`src/hdl/czdc_pkg.sv`:
```
// ============================================================================
// czdc_pkg
// shared constants of the zone delta-correlation prefetcher
// ============================================================================
package czdc_pkg;

    localparam int ZONE_SHIFT_W = 5;
    localparam int DEGREE_W     = 4;
    localparam int CFG_DATA_W   = 5;
    localparam int CFG_INDEX_W  = 1;
    localparam int MAX_RESULTS  = 8;

    localparam logic [ZONE_SHIFT_W-1:0] ZONE_SHIFT_RESET = 5'd12;
    localparam logic [DEGREE_W-1:0]     DEGREE_RESET     = 4'd5;

    localparam logic [CFG_INDEX_W-1:0] REG_ZONE_SHIFT = 1'b0;
    localparam logic [CFG_INDEX_W-1:0] REG_DEGREE     = 1'b1;

endpackage

```
`src/hdl/czdc_front.sv`:
```
// ============================================================================
// czdc_front
// accepts accesses, drops hits and queues misses for the history engine
// ============================================================================
module czdc_front #(
    parameter int ADDRESS_BITS = 28,
    parameter int QUEUE_DEPTH  = 2
) (
    input  logic                    aclk,
    input  logic                    aresetn,
    input  logic                    s_valid,
    output logic                    s_ready,
    input  logic [ADDRESS_BITS-1:0] s_miss_address,
    input  logic                    s_is_miss,
    output logic                    q_valid,
    input  logic                    q_ready,
    output logic [ADDRESS_BITS-1:0] q_address
);
    localparam int PW = (QUEUE_DEPTH > 1) ? $clog2(QUEUE_DEPTH) : 1;

    logic [ADDRESS_BITS-1:0] mem_reg [QUEUE_DEPTH];
    logic [PW-1:0] wr_reg, rd_reg;
    logic [PW:0]   cnt_reg;
    logic push, pop;

    assign s_ready   = cnt_reg != (PW+1)'(QUEUE_DEPTH);
    assign push      = s_valid && s_ready && s_is_miss;
    assign q_valid   = cnt_reg != '0;
    assign pop       = q_valid && q_ready;
    assign q_address = mem_reg[rd_reg];

    always_ff @(posedge aclk) begin
        if (push) begin
            mem_reg[wr_reg] <= s_miss_address;
        end
        if (!aresetn) begin
            wr_reg  <= '0;
            rd_reg  <= '0;
            cnt_reg <= '0;
        end else begin
            if (push) begin
                wr_reg <= (wr_reg == PW'(QUEUE_DEPTH-1)) ? '0 : wr_reg + 1'b1;
            end
            if (pop) begin
                rd_reg <= (rd_reg == PW'(QUEUE_DEPTH-1)) ? '0 : rd_reg + 1'b1;
            end
            cnt_reg <= cnt_reg + (PW+1)'(push) - (PW+1)'(pop);
        end
    end
endmodule

```
`src/hdl/czdc_back.sv`:
```
// ============================================================================
// czdc_back
// history buffer walk, pair correlation and prefetch replay
// ============================================================================
module czdc_back #(
    parameter int ADDRESS_BITS  = 28,
    parameter int HISTORY_DEPTH = 16
) (
    input  logic                                 aclk,
    input  logic                                 aresetn,
    input  logic [czdc_pkg::ZONE_SHIFT_W-1:0]    zone_shift,
    input  logic [czdc_pkg::DEGREE_W-1:0]        degree,
    input  logic                                 q_valid,
    output logic                                 q_ready,
    input  logic [ADDRESS_BITS-1:0]              q_address,
    output logic                                 m_valid,
    input  logic                                 m_ready,
    output logic [ADDRESS_BITS-1:0]              m_prefetch_address,
    output logic                                 m_in_range,
    output logic                                 m_last
);
    import czdc_pkg::*;

    localparam int HW = $clog2(HISTORY_DEPTH);
    localparam int CW = HW + 1;
    localparam int DW = ADDRESS_BITS + 1;
    localparam int SW = $clog2(ADDRESS_BITS + 1) + 1;

    typedef enum logic [2:0] {
        S_IDLE, S_FIND, S_READ, S_SCAN, S_PAIR, S_EMIT
    } state_t;

    logic [ADDRESS_BITS-1:0] haddr_mem [HISTORY_DEPTH];
    logic [DW-1:0]           hdelta_mem [HISTORY_DEPTH];

    state_t                  state_reg;
    logic [ADDRESS_BITS-1:0] addr_reg, cur_reg;
    logic [HW-1:0]           head_reg;
    logic [CW-1:0]           count_reg, age_reg;
    logic [DW-1:0]           delta_reg;
    // zone delta list, newest first
    logic [DW-1:0]           zd_reg [HISTORY_DEPTH];
    logic [CW-1:0]           n_reg, j_reg, match_reg, kidx_reg;
    logic [DEGREE_W-1:0]     k_reg, deg_reg;
    logic [ADDRESS_BITS-1:0] rd_addr_reg;
    logic [DW-1:0]           rd_delta_reg;
    logic                    out_valid_reg;
    logic [ADDRESS_BITS-1:0] out_addr_reg;
    logic                    out_range_reg, out_last_reg;

    logic [CW-1:0] slot_sum;
    logic [HW-1:0] slot;
    logic          zone_eq, rd_zone_eq;
    logic [SW-1:0] sh;
    logic [ADDRESS_BITS-1:0] nxt;
    logic [DEGREE_W-1:0]     deg_sat;

    assign sh = SW'(zone_shift);
    // slot of the entry with the given age, wrapped to the history depth
    assign slot_sum = CW'(head_reg) + CW'(HISTORY_DEPTH - 1) - age_reg;
    assign slot = (slot_sum >= CW'(HISTORY_DEPTH)) ? HW'(slot_sum - CW'(HISTORY_DEPTH))
                                                   : HW'(slot_sum);
    assign rd_zone_eq = (rd_addr_reg >> sh) == (addr_reg >> sh);
    assign zone_eq = rd_zone_eq;
    assign nxt = cur_reg + zd_reg[HW'(kidx_reg)][ADDRESS_BITS-1:0];
    assign deg_sat = (degree > DEGREE_W'(MAX_RESULTS)) ? DEGREE_W'(MAX_RESULTS) : degree;

    assign q_ready = state_reg == S_IDLE;
    assign m_valid = out_valid_reg;
    assign m_prefetch_address = out_addr_reg;
    assign m_in_range = out_range_reg;
    assign m_last = out_last_reg;

    always_ff @(posedge aclk) begin
        rd_addr_reg  <= haddr_mem[slot];
        rd_delta_reg <= hdelta_mem[slot];
        if (!aresetn) begin
            state_reg     <= S_IDLE;
            count_reg     <= '0;
            head_reg      <= '0;
            out_valid_reg <= 1'b0;
        end else begin
            if (out_valid_reg && m_ready) begin
                out_valid_reg <= 1'b0;
            end
            case (state_reg)
                S_IDLE: begin
                    if (q_valid) begin
                        addr_reg  <= q_address;
                        delta_reg <= '0;
                        age_reg   <= '0;
                        state_reg <= (count_reg == '0) ? S_PAIR : S_FIND;
                        n_reg     <= '0;
                    end
                end
                // wait for the registered read data, then compare
                S_FIND: begin
                    state_reg <= S_READ;
                end
                S_READ: begin
                    if (rd_zone_eq) begin
                        delta_reg <= DW'(addr_reg) - DW'(rd_addr_reg);
                        state_reg <= S_PAIR;
                    end else if (age_reg + 1'b1 == count_reg) begin
                        state_reg <= S_PAIR;
                    end else begin
                        age_reg   <= age_reg + 1'b1;
                        state_reg <= S_FIND;
                    end
                end
                S_PAIR: begin
                    if (n_reg == '0 && age_reg != {CW{1'b1}}) begin
                        // push the new entry, then gather zone deltas
                        haddr_mem[head_reg]  <= addr_reg;
                        hdelta_mem[head_reg] <= delta_reg;
                        head_reg  <= (head_reg == HW'(HISTORY_DEPTH - 1)) ? '0
                                                                          : head_reg + 1'b1;
                        if (count_reg != CW'(HISTORY_DEPTH)) begin
                            count_reg <= count_reg + 1'b1;
                        end
                        zd_reg[0] <= delta_reg;
                        n_reg     <= CW'(1);
                        age_reg   <= CW'(1);
                        j_reg     <= CW'(1);
                        state_reg <= S_SCAN;
                    end else begin
                        state_reg <= S_SCAN;
                    end
                end
                S_SCAN: begin
                    if (age_reg >= count_reg) begin
                        j_reg     <= CW'(1);
                        match_reg <= '0;
                        state_reg <= (n_reg < CW'(3)) ? S_IDLE : S_EMIT;
                        k_reg     <= '0;
                        deg_reg   <= deg_sat;
                        cur_reg   <= addr_reg;
                    end else if (age_reg[0] ^ j_reg[0]) begin
                        // registered read data of this entry is now valid
                        if (zone_eq) begin
                            zd_reg[HW'(n_reg)] <= rd_delta_reg;
                            n_reg <= n_reg + 1'b1;
                        end
                        age_reg <= age_reg + 1'b1;
                        j_reg   <= {CW{1'b0}} | CW'(~age_reg[0]);
                    end else begin
                        j_reg <= {CW{1'b0}} | CW'(~age_reg[0]);
                    end
                end
                S_EMIT: begin
                    if (match_reg == '0) begin
                        if (j_reg + 1'b1 >= n_reg) begin
                            state_reg <= S_IDLE;
                        end else if (zd_reg[HW'(j_reg+1'b1)] == zd_reg[1] &&
                                     zd_reg[HW'(j_reg)] == zd_reg[0]) begin
                            match_reg <= j_reg;
                            kidx_reg  <= j_reg - 1'b1;
                            if (deg_reg == '0) state_reg <= S_IDLE;
                        end else begin
                            j_reg <= j_reg + 1'b1;
                        end
                    end else if (!out_valid_reg || m_ready) begin
                        cur_reg       <= nxt;
                        out_valid_reg <= 1'b1;
                        out_addr_reg  <= nxt;
                        out_range_reg <= (nxt != '0) && (nxt != {ADDRESS_BITS{1'b1}});
                        out_last_reg  <= k_reg + 1'b1 == deg_reg;
                        k_reg         <= k_reg + 1'b1;
                        kidx_reg      <= (kidx_reg == '0) ? match_reg - 1'b1
                                                          : kidx_reg - 1'b1;
                        if (k_reg + 1'b1 == deg_reg) state_reg <= S_IDLE;
                    end
                end
                default: state_reg <= S_IDLE;
            endcase
        end
    end
endmodule

```
`src/hdl/czone_delta_correlation_prefetcher_top.sv`:
```
// ============================================================================
// czone_delta_correlation_prefetcher_top
// zone delta-correlation prefetcher over a global history buffer
// ============================================================================
// Hits are dropped at the front; misses wait in a two-entry queue for the back
// engine. The engine reads the history through a registered memory read and
// waits for each entry's data. It finds the zone's newest entry, pushes the
// miss, gathers the zone deltas, searches for the matching pair and gives one
// prefetch result per cycle while the result channel is ready; a stall on the
// result channel holds the engine, which takes no new miss until it is done.
// No clearing pass is needed after reset.
module czone_delta_correlation_prefetcher_top #(
    parameter int ADDRESS_BITS  = 28,
    parameter int HISTORY_DEPTH = 16
) (
    input  logic                                aclk,
    input  logic                                aresetn,
    input  logic                                cfg_we,
    input  logic [czdc_pkg::CFG_INDEX_W-1:0]    cfg_index,
    input  logic [czdc_pkg::CFG_DATA_W-1:0]     cfg_data,
    input  logic                                s_valid,
    output logic                                s_ready,
    input  logic [ADDRESS_BITS-1:0]             s_miss_address,
    input  logic                                s_is_miss,
    output logic                                m_valid,
    input  logic                                m_ready,
    output logic [ADDRESS_BITS-1:0]             m_prefetch_address,
    output logic                                m_in_range,
    output logic                                m_last
);
    import czdc_pkg::*;

    logic [ZONE_SHIFT_W-1:0] zone_shift_reg;
    logic [DEGREE_W-1:0]     degree_reg;
    logic                    q_valid, q_ready;
    logic [ADDRESS_BITS-1:0] q_address;

    always_ff @(posedge aclk) begin
        if (!aresetn) begin
            zone_shift_reg <= ZONE_SHIFT_RESET;
            degree_reg     <= DEGREE_RESET;
        end else if (cfg_we) begin
            case (cfg_index)
                REG_ZONE_SHIFT: zone_shift_reg <= cfg_data;
                REG_DEGREE:     degree_reg     <= cfg_data[DEGREE_W-1:0];
                default: ;
            endcase
        end
    end

    czdc_front #(.ADDRESS_BITS(ADDRESS_BITS)) u_front (
        .aclk, .aresetn, .s_valid, .s_ready, .s_miss_address, .s_is_miss,
        .q_valid, .q_ready, .q_address
    );

    czdc_back #(.ADDRESS_BITS(ADDRESS_BITS), .HISTORY_DEPTH(HISTORY_DEPTH)) u_back (
        .aclk, .aresetn, .zone_shift(zone_shift_reg), .degree(degree_reg),
        .q_valid, .q_ready, .q_address,
        .m_valid, .m_ready, .m_prefetch_address, .m_in_range, .m_last
    );
endmodule

```
`config.mk`:
```
export PLATFORM = sky130hd
export DESIGN_NAME = czone_delta_correlation_prefetcher_top
export DESIGN_NICKNAME = d
export VERILOG_FILES = /design/src/hdl/czdc_pkg.sv /design/src/hdl/czdc_front.sv /design/src/hdl/czdc_back.sv /design/src/hdl/czone_delta_correlation_prefetcher_top.sv
export SDC_FILE = /design/constraint.sdc
export NUM_CORES = 2
export LEC_CHECK = 0
export ABC_AREA = 1
export BUFFER_PORTS_ARGS = -buffer_cell sky130_fd_sc_hd__buf_2
export CELL_PAD_IN_SITES_DETAIL_PLACEMENT = 0
export CELL_PAD_IN_SITES_GLOBAL_PLACEMENT = 1
export CORE_MARGIN = 2
export CORE_UTILIZATION = 50
export CTS_BUF_LIST = sky130_fd_sc_hd__clkbuf_2 sky130_fd_sc_hd__clkbuf_4 sky130_fd_sc_hd__clkbuf_8
export CTS_CLUSTER_SIZE = 25
export DETAILED_ROUTE_END_ITERATION = 10
export PLACE_DENSITY_LB_ADDON = 0.1
export SLEW_MARGIN = 0
export SYNTH_ARGS = -nofsm -noshare
export SYNTH_HDL_FRONTEND = slang
export SYNTH_SLANG_ARGS = --single-unit
```
`constraint.sdc`:
```
create_clock -name aclk -period 7.95 [get_ports aclk]
set_input_delay 0.795 -clock aclk [delete_from_list [all_inputs] [get_ports aclk]]
set_output_delay 0.795 -clock aclk [all_outputs]
set_load 0.01 [all_outputs]
```
After elaboration in Yosys (flattened, before gate mapping)
Memories as Yosys holds them, arrays and structs flattened. A register that Yosys moved wholly into a read port is not among the register bits.
Cells that the tools add are included.
Operators by class
  add/subtract/negate cells: 18
  order comparisons: 5
  equality and inequality tests: 36
  shifts and indexed selects: 2
  muxes and demuxes: 75
  bitwise logic cells: 4
  reduce and logical (&&, ||, !) cells: 39
Operator list (count)
  2-to-1 mux 5 bit: 22
  2-to-1 mux 29 bit: 3
  2-to-1 mux 28 bit: 3
  equality test 29 bit: 2
  one-hot mux 29 bit (2 select lines): 1
  one-hot mux 28 bit (2 select lines): 1
  right shift 28 x 5 -> 28 bit: 2
  2-to-1 mux 3 bit: 12
  2-to-1 mux 4 bit: 8
  one-hot mux 5 bit (3 select lines): 2
  OR reduction 29 bit: 1
  subtractor 28 x 28 -> 29 bit: 1
  adder 28 bit: 1
  equality test 28 bit: 1
  != test 28 bit (second input constant): 1
  nonzero test 28 bit: 1
  adder 5 x 1 -> 5 bit (second input constant): 4
  zero test 5 bit: 4
  one-hot mux 5 bit (4 select lines): 1
  2-to-1 mux 1 bit: 19
  != test 2 x 1 -> 1 bit (second input constant): 9
  != test 2 bit (second input constant): 9
  one-hot mux 3 bit (6 select lines): 1
  AND reduction 6 bit: 3
  other kinds (40): 67
Word-level totals
  register bits: 146
  memory bits (writable): 1432
  output and inout bits: 32
  logic and storage cells: 204
  memories: 4
Memories
  u_back.hdelta_mem: depth 16, bits a word 29, rd ports 1, clocked after memory_dff 1, write ports 1, RTL line czdc_back.sv:34  | logic [DW-1:0] hdelta_mem [HISTORY_DEPTH];
  u_back.zd_reg: depth 16, bits a word 29, rd ports 5, clocked after memory_dff 2, write ports 1, RTL line czdc_back.sv:42  | logic [DW-1:0] zd_reg [HISTORY_DEPTH];
  u_back.haddr_mem: depth 16, bits a word 28, rd ports 1, clocked after memory_dff 1, write ports 1, RTL line czdc_back.sv:33  | logic [ADDRESS_BITS-1:0] haddr_mem [HISTORY_DEPTH];
  u_front.mem_reg: depth 2, bits a word 28, rd ports 1, clocked after memory_dff 1, write ports 1, RTL line czdc_front.sv:21  | logic [ADDRESS_BITS-1:0] mem_reg [QUEUE_DEPTH];

Logic depth before layout (Yosys ltp)
  depth in word-level cells: 10
  gate-level depth with buffers: 27
  gate-level depth less buffers: 23

Cells and area by module
A second synthesis with hierarchy kept.
Second synthesis, totals
  cells, all modules: 8228
  area total of the unflattened synthesis: 81722.1 um^2
Modules (own cells, without submodules)
  czdc_back: instances 1, cells an instance 8052, area each 78984.5 um^2, sequential area each 47325.4 um^2
  czdc_front: instances 1, cells an instance 126, area each 2374.8 um^2, sequential area each 1781.7 um^2
  czone_delta_correlation_prefetcher_top: instances 1, cells an instance 50, area each 362.8 um^2, sequential area each 180.2 um^2

Worst setup path before layout
No wires, ideal clock.
  kind: register to register
  start: reg u_back.state_reg[0]
  end: reg u_back.cur_reg[0] (enable)
  setup time: 0.466 ns
  arrival: 4.853 ns
  data required time: 7.484 ns
  setup slack: 2.631 ns
  cell stages (with the launch flop): 10
  buffers on the path: 1
  period minus slack after synthesis: 5.319 ns
  cell sequence: dfxtp_1 > inv_1 > nor2_1 > inv_1 > nor2_1 > clkbuf_1 > nand2_1 > nor3_1 > inv_1 > o21ai_0
Between the ends
  word-level cells in the longest chain between the ends: 3
  elaborated cells on any way between the ends: 7
Ends and longest elaborated chain
  start, declared: RTL line czdc_back.sv:36  | state_t state_reg;
  start signal, assigned: RTL line czdc_back.sv:92  | state_reg <= (count_reg == '0) ? S_PAIR : S_FIND;
  start signal, assigned: RTL line czdc_back.sv:134  | state_reg <= (n_reg < CW'(3)) ? S_IDLE : S_EMIT;
  equality test 3 bit / equality test 3 x 2 -> 1 bit (equally long branches): RTL line czdc_back.sv:86  | case (state_reg)
  != test 2 bit (no source line), or another cell as far along
  AND reduction 5 bit (no source line) (*)
  end signal, assigned: RTL line czdc_back.sv:137  | cur_reg <= addr_reg;
  end signal, assigned: RTL line czdc_back.sv:163  | cur_reg <= nxt;
  end, declared: RTL line czdc_back.sv:37  | logic [ADDRESS_BITS-1:0] addr_reg, cur_reg;
Every way passes the cells marked *; elsewhere a longest branch is shown, timed or not.
A chain may end at the register's enable or synchronous reset.

==> results summary <==
The share of cells above drive strength 1 is a little under 9%. For this run, the total global-route usage over all layers was measured as a little under a third. The most used flip-flop cell after synthesis is sky130_fd_sc_hd__edfxtp_1. Timing would allow up to 177 MHz. For this design the ratio of total power to cell area is 311 nW/um^2. The number of core rows came out at 148. The post-synth net total is 8449. The slew at the pin closest to its max-slew limit came out at 1.23 ns.

The accumulated negative setup slack is 0 ns. The total of flip-flops plus latches after synthesis is 1671. The share of the core filled with cells is 55.6%. The clock sink total came out at 1671. The clock tree from TritonCTS is done. The number of levels the H-tree was split into is 5.

Setup repair after global routing left no endpoint under its margin. The minimum setup slack among reg-to-reg paths came out at 2.31 ns. The mean number of vias per cell is ~5.9. Detailed routing inserted a total of 62945 vias. The routed design has ~270000 um of wire. By startpoint and endpoint, the worst setup path is classified as reg -> reg. The final-report setup violation count came out at 0. The run finished with clean final reports.

The remaining design rule violation count came out at 0. The cell count of the worst reg-to-reg path is 22. The post-route clock skew is 0.129 ns. The placer's final routability congestion estimate is around 0.89.

The first global-routing pass estimated slightly below 400000 um of wire. The floorplan step defined a core boundary enclosing 162000 sq um. The number of enable-type register cells in the synthesized netlist came out at 1580.

The leakage power came out at approximately 36 nW. The via count of the first global-routing pass came out at ~61000. Counting along the longest clock path gives a buffer depth of 4. The final max-slew violation count came out at 0. The cell depth of the worst min-delay path came out at 4. For the worst-skew pair, the clock arrives at the later sink with an insertion delay of between 1 and 1.5 ns. The half-perimeter wire length after placement came out at roughly 150000 um. The maximum vdd ir drop came out at 0.000364 V. The post-synthesis cell area came out at about 82000 sq um. The number of buffer cells added on primary ports came out at 71. The total congestion overflow after global routing came out at 0. The commonest non-fill, non-tap cell in the layout is sky130_fd_sc_hd__nand2_1. The die area came out at 166000 sq um. Entering global routing, the biggest net connects between 200 and 250 pins.

Post-CTS timing repair inserted 0 buffers for setup. The number of nets in the layout is about 8500. In the layout the commonest cells are 1903 x sky130_fd_sc_hd__nand2_1, 1580 x sky130_fd_sc_hd__edfxtp_1, 879 x sky130_fd_sc_hd__nand3_1, 800 x sky130_fd_sc_hd__inv_1, 772 x sky130_fd_sc_hd__o21ai_0. The mean cell area of the mapped netlist came out at about 10 sq um. The number of hold-slack violations in the final timing report came out at 0. After synthesis, the netlist uses 46 different library cells.

The die is around 400 um tall. In the synthesized netlist, the number of instances is 8323. The tree is rooted in a sky130_fd_sc_hd__clkbuf_8.

The wire length per cell after detailed routing came out at 24.8 um. The minimum clock period after layout came out at 5.64 ns. The number of buffers created by CTS is roughly 300. The worst hold path belongs to the class in -> reg. The arrival time of data at the critical path endpoint is 6.41 ns. The worst setup path is launched from a register. The first-pass detailed-route iteration total is 6. The die is between 400 and 500 um wide. The number of primary I/O pins came out at 72. The beginning of the worst hold path is m_ready. The part of the Yosys area used for sequential elements is 60.4%. After clock tree synthesis, the repair step resized 0 gates.

The initial antenna violation count came out at 5. The type of destination of the critical path is a register. For this block, the initial DRC count from the detailed router was between 7000 and 8000.

The end point of the worst hold path is u_back.m_valid. The required time of the worst setup path is 8.72 ns. The clock-pin slew of the registers on the worst-case setup and hold paths is 0.06 ns. The final period utilization came out at between 70% and 80%. Of all flip-flops after synthesis, the portion carrying an async set or reset was 0%. The worst slew slack as a fraction of its limit came out at 17.6%. The area growth from synthesis to final layout is 10.7%. The Yosys warning count is 0. The endpoint identified for the worst register-to-register timing path is u_back.m_in_range. Once the floorplan was initialized, standard cells occupied 50.3% of the core. Of all nets on the critical path, the largest fanout is 115. The max-capacitance violation count is 0.

In this run the remaining antenna-violating nets after routing total 0.
==> per-stage QoR <==
stage               hold WS, ns  worst slack, ns  cells  power (mW)  instance area [sq um]
finish                    0.110             2.31  10737        28.0                  90300
global route             0.0770             1.96  10735        29.4                  90300
CTS                     0.00305             2.36  10734        28.1                  90300
detailed placement        0.467             2.33  10181        20.0                  84100
global placement          0.468             2.39  10181        20.0                  84100
floorplan                 0.445             2.63   8323        17.0                  81600
==> layer usage <==
layer	global-route usage, %	part of all wire [%]	vias to the layer above
met2	51.7	47	2844
met1	40.9	40	30149
met4	15.0	5.0	4
li1	-	-	29259
met5	0	0.0082	-
met3	4.89	7.4	689
==> worst max-delay path, stage by stage (launching register included) <==
cell and delay (ns):
sky130_fd_sc_hd__dfxtp_4 1.00, sky130_fd_sc_hd__buf_12 0.57, sky130_fd_sc_hd__o21ai_0 0.21, sky130_fd_sc_hd__a21oi_1 0.16
sky130_fd_sc_hd__o22ai_1 0.12, sky130_fd_sc_hd__o21ai_1 0.83, sky130_fd_sc_hd__ha_1 0.45, sky130_fd_sc_hd__nand2_1 0.10
sky130_fd_sc_hd__nand3_1 0.14, sky130_fd_sc_hd__a21boi_0 0.32, sky130_fd_sc_hd__o21ai_0 0.20, sky130_fd_sc_hd__a21oi_1 0.24
sky130_fd_sc_hd__o21ai_0 0.19, sky130_fd_sc_hd__nand2_1 0.13, sky130_fd_sc_hd__nand2_1 0.06, sky130_fd_sc_hd__nand2_1 0.06
sky130_fd_sc_hd__nand2_1 0.08, sky130_fd_sc_hd__inv_1 0.08, sky130_fd_sc_hd__nand3_1 0.06, sky130_fd_sc_hd__nor2_1 0.09
sky130_fd_sc_hd__nand3b_1 0.09, sky130_fd_sc_hd__nand2_1 0.07, sky130_fd_sc_hd__inv_1 0.03
==> Yosys cell counts (13+ instances only) <==
library cell               count  area, sq um
sky130_fd_sc_hd__a31oi_1      61          382
sky130_fd_sc_hd__buf_2       126          631
sky130_fd_sc_hd__nand4_1      29          181
sky130_fd_sc_hd__o21ai_0     775         3880
sky130_fd_sc_hd__edfxtp_1   1580        47400
sky130_fd_sc_hd__o211ai_1    281         2110
sky130_fd_sc_hd__xnor2_1      19          166
sky130_fd_sc_hd__clkbuf_1    318         1190
sky130_fd_sc_hd__xor2_1       32          280
sky130_fd_sc_hd__o21a_1       13         97.6
sky130_fd_sc_hd__nor3_1       19         95.1
sky130_fd_sc_hd__mux2i_1     228         2280
sky130_fd_sc_hd__nor2_1      227          852
sky130_fd_sc_hd__inv_1       806         3030
sky130_fd_sc_hd__buf_4        13         97.6
sky130_fd_sc_hd__nand3_1     879         4400
sky130_fd_sc_hd__buf_1        58          218
sky130_fd_sc_hd__o221ai_1     52          455
sky130_fd_sc_hd__a21oi_1     653         3270
sky130_fd_sc_hd__ha_1         83         1040
sky130_fd_sc_hd__dfxtp_1      91         1820
sky130_fd_sc_hd__nand2_1    1904         7150
==> layout make-up <==
class,instances,area (sq um)
Antenna cell,3,7.51
Clock buffer,441,5390
Clock inverter,81,475
Fill cell,14265,72100
Inverter,816,3090
Multi-Input combinational cell,5321,27500
Sequential cell,1671,49300
Tap cell,2175,2720
Timing Repair Buffer,229,1820
==> how the worst max path moves through the flow <==
stage                         from                    to  slack [ns]  cells past startpoint
6_report                  register     u_back.m_in_range        2.31                     22
3_3_place_gp     zone_shift_reg[2]  u_back.zd_reg[5][22]        2.39                     18
2_1_floorplan  u_back.state_reg[0]     u_back.cur_reg[0]        2.63                      9
4_1_cts          zone_shift_reg[2]  u_back.zd_reg[5][23]        2.36                     18
5_1_grt          zone_shift_reg[2]  u_back.zd_reg[5][15]        1.96                     18
3_5_place_dp     zone_shift_reg[2]  u_back.zd_reg[5][22]        2.33                     18
==> cells by family after synthesis <==
kind of cell / share of synthesized area [%]
adders and majority gates: 1.35
AOI/OAI and AO/OA: 12.8
buffers and inverters: 6.37
and+or+nand+nor: 15.7
muxes: 2.80
xor gates and xnor gates: 0.547
DFF: 60.4
==> report_power, final <==
| group | switching [mW] | leakage, nW | internal, mW | total [mW] |
|---|---|---|---|---|
| Clock | 3.58 | 3.13 | 4.46 | 8.04 |
| Combinational | 5.92 | 17.4 | 2.45 | 8.37 |
| Sequential | 0.844 | 15.0 | 10.8 | 11.6 |
| Total | 10.3 | 35.6 | 17.7 | 28.0 |
==> timing repair <==
action | CTS | global route
hold endpoints to repair | 61 | 0
hold buffers | 31 | 0
setup endpoints to repair | 0 | 0
No activity file was read; power rests on OpenSTA's default activity.
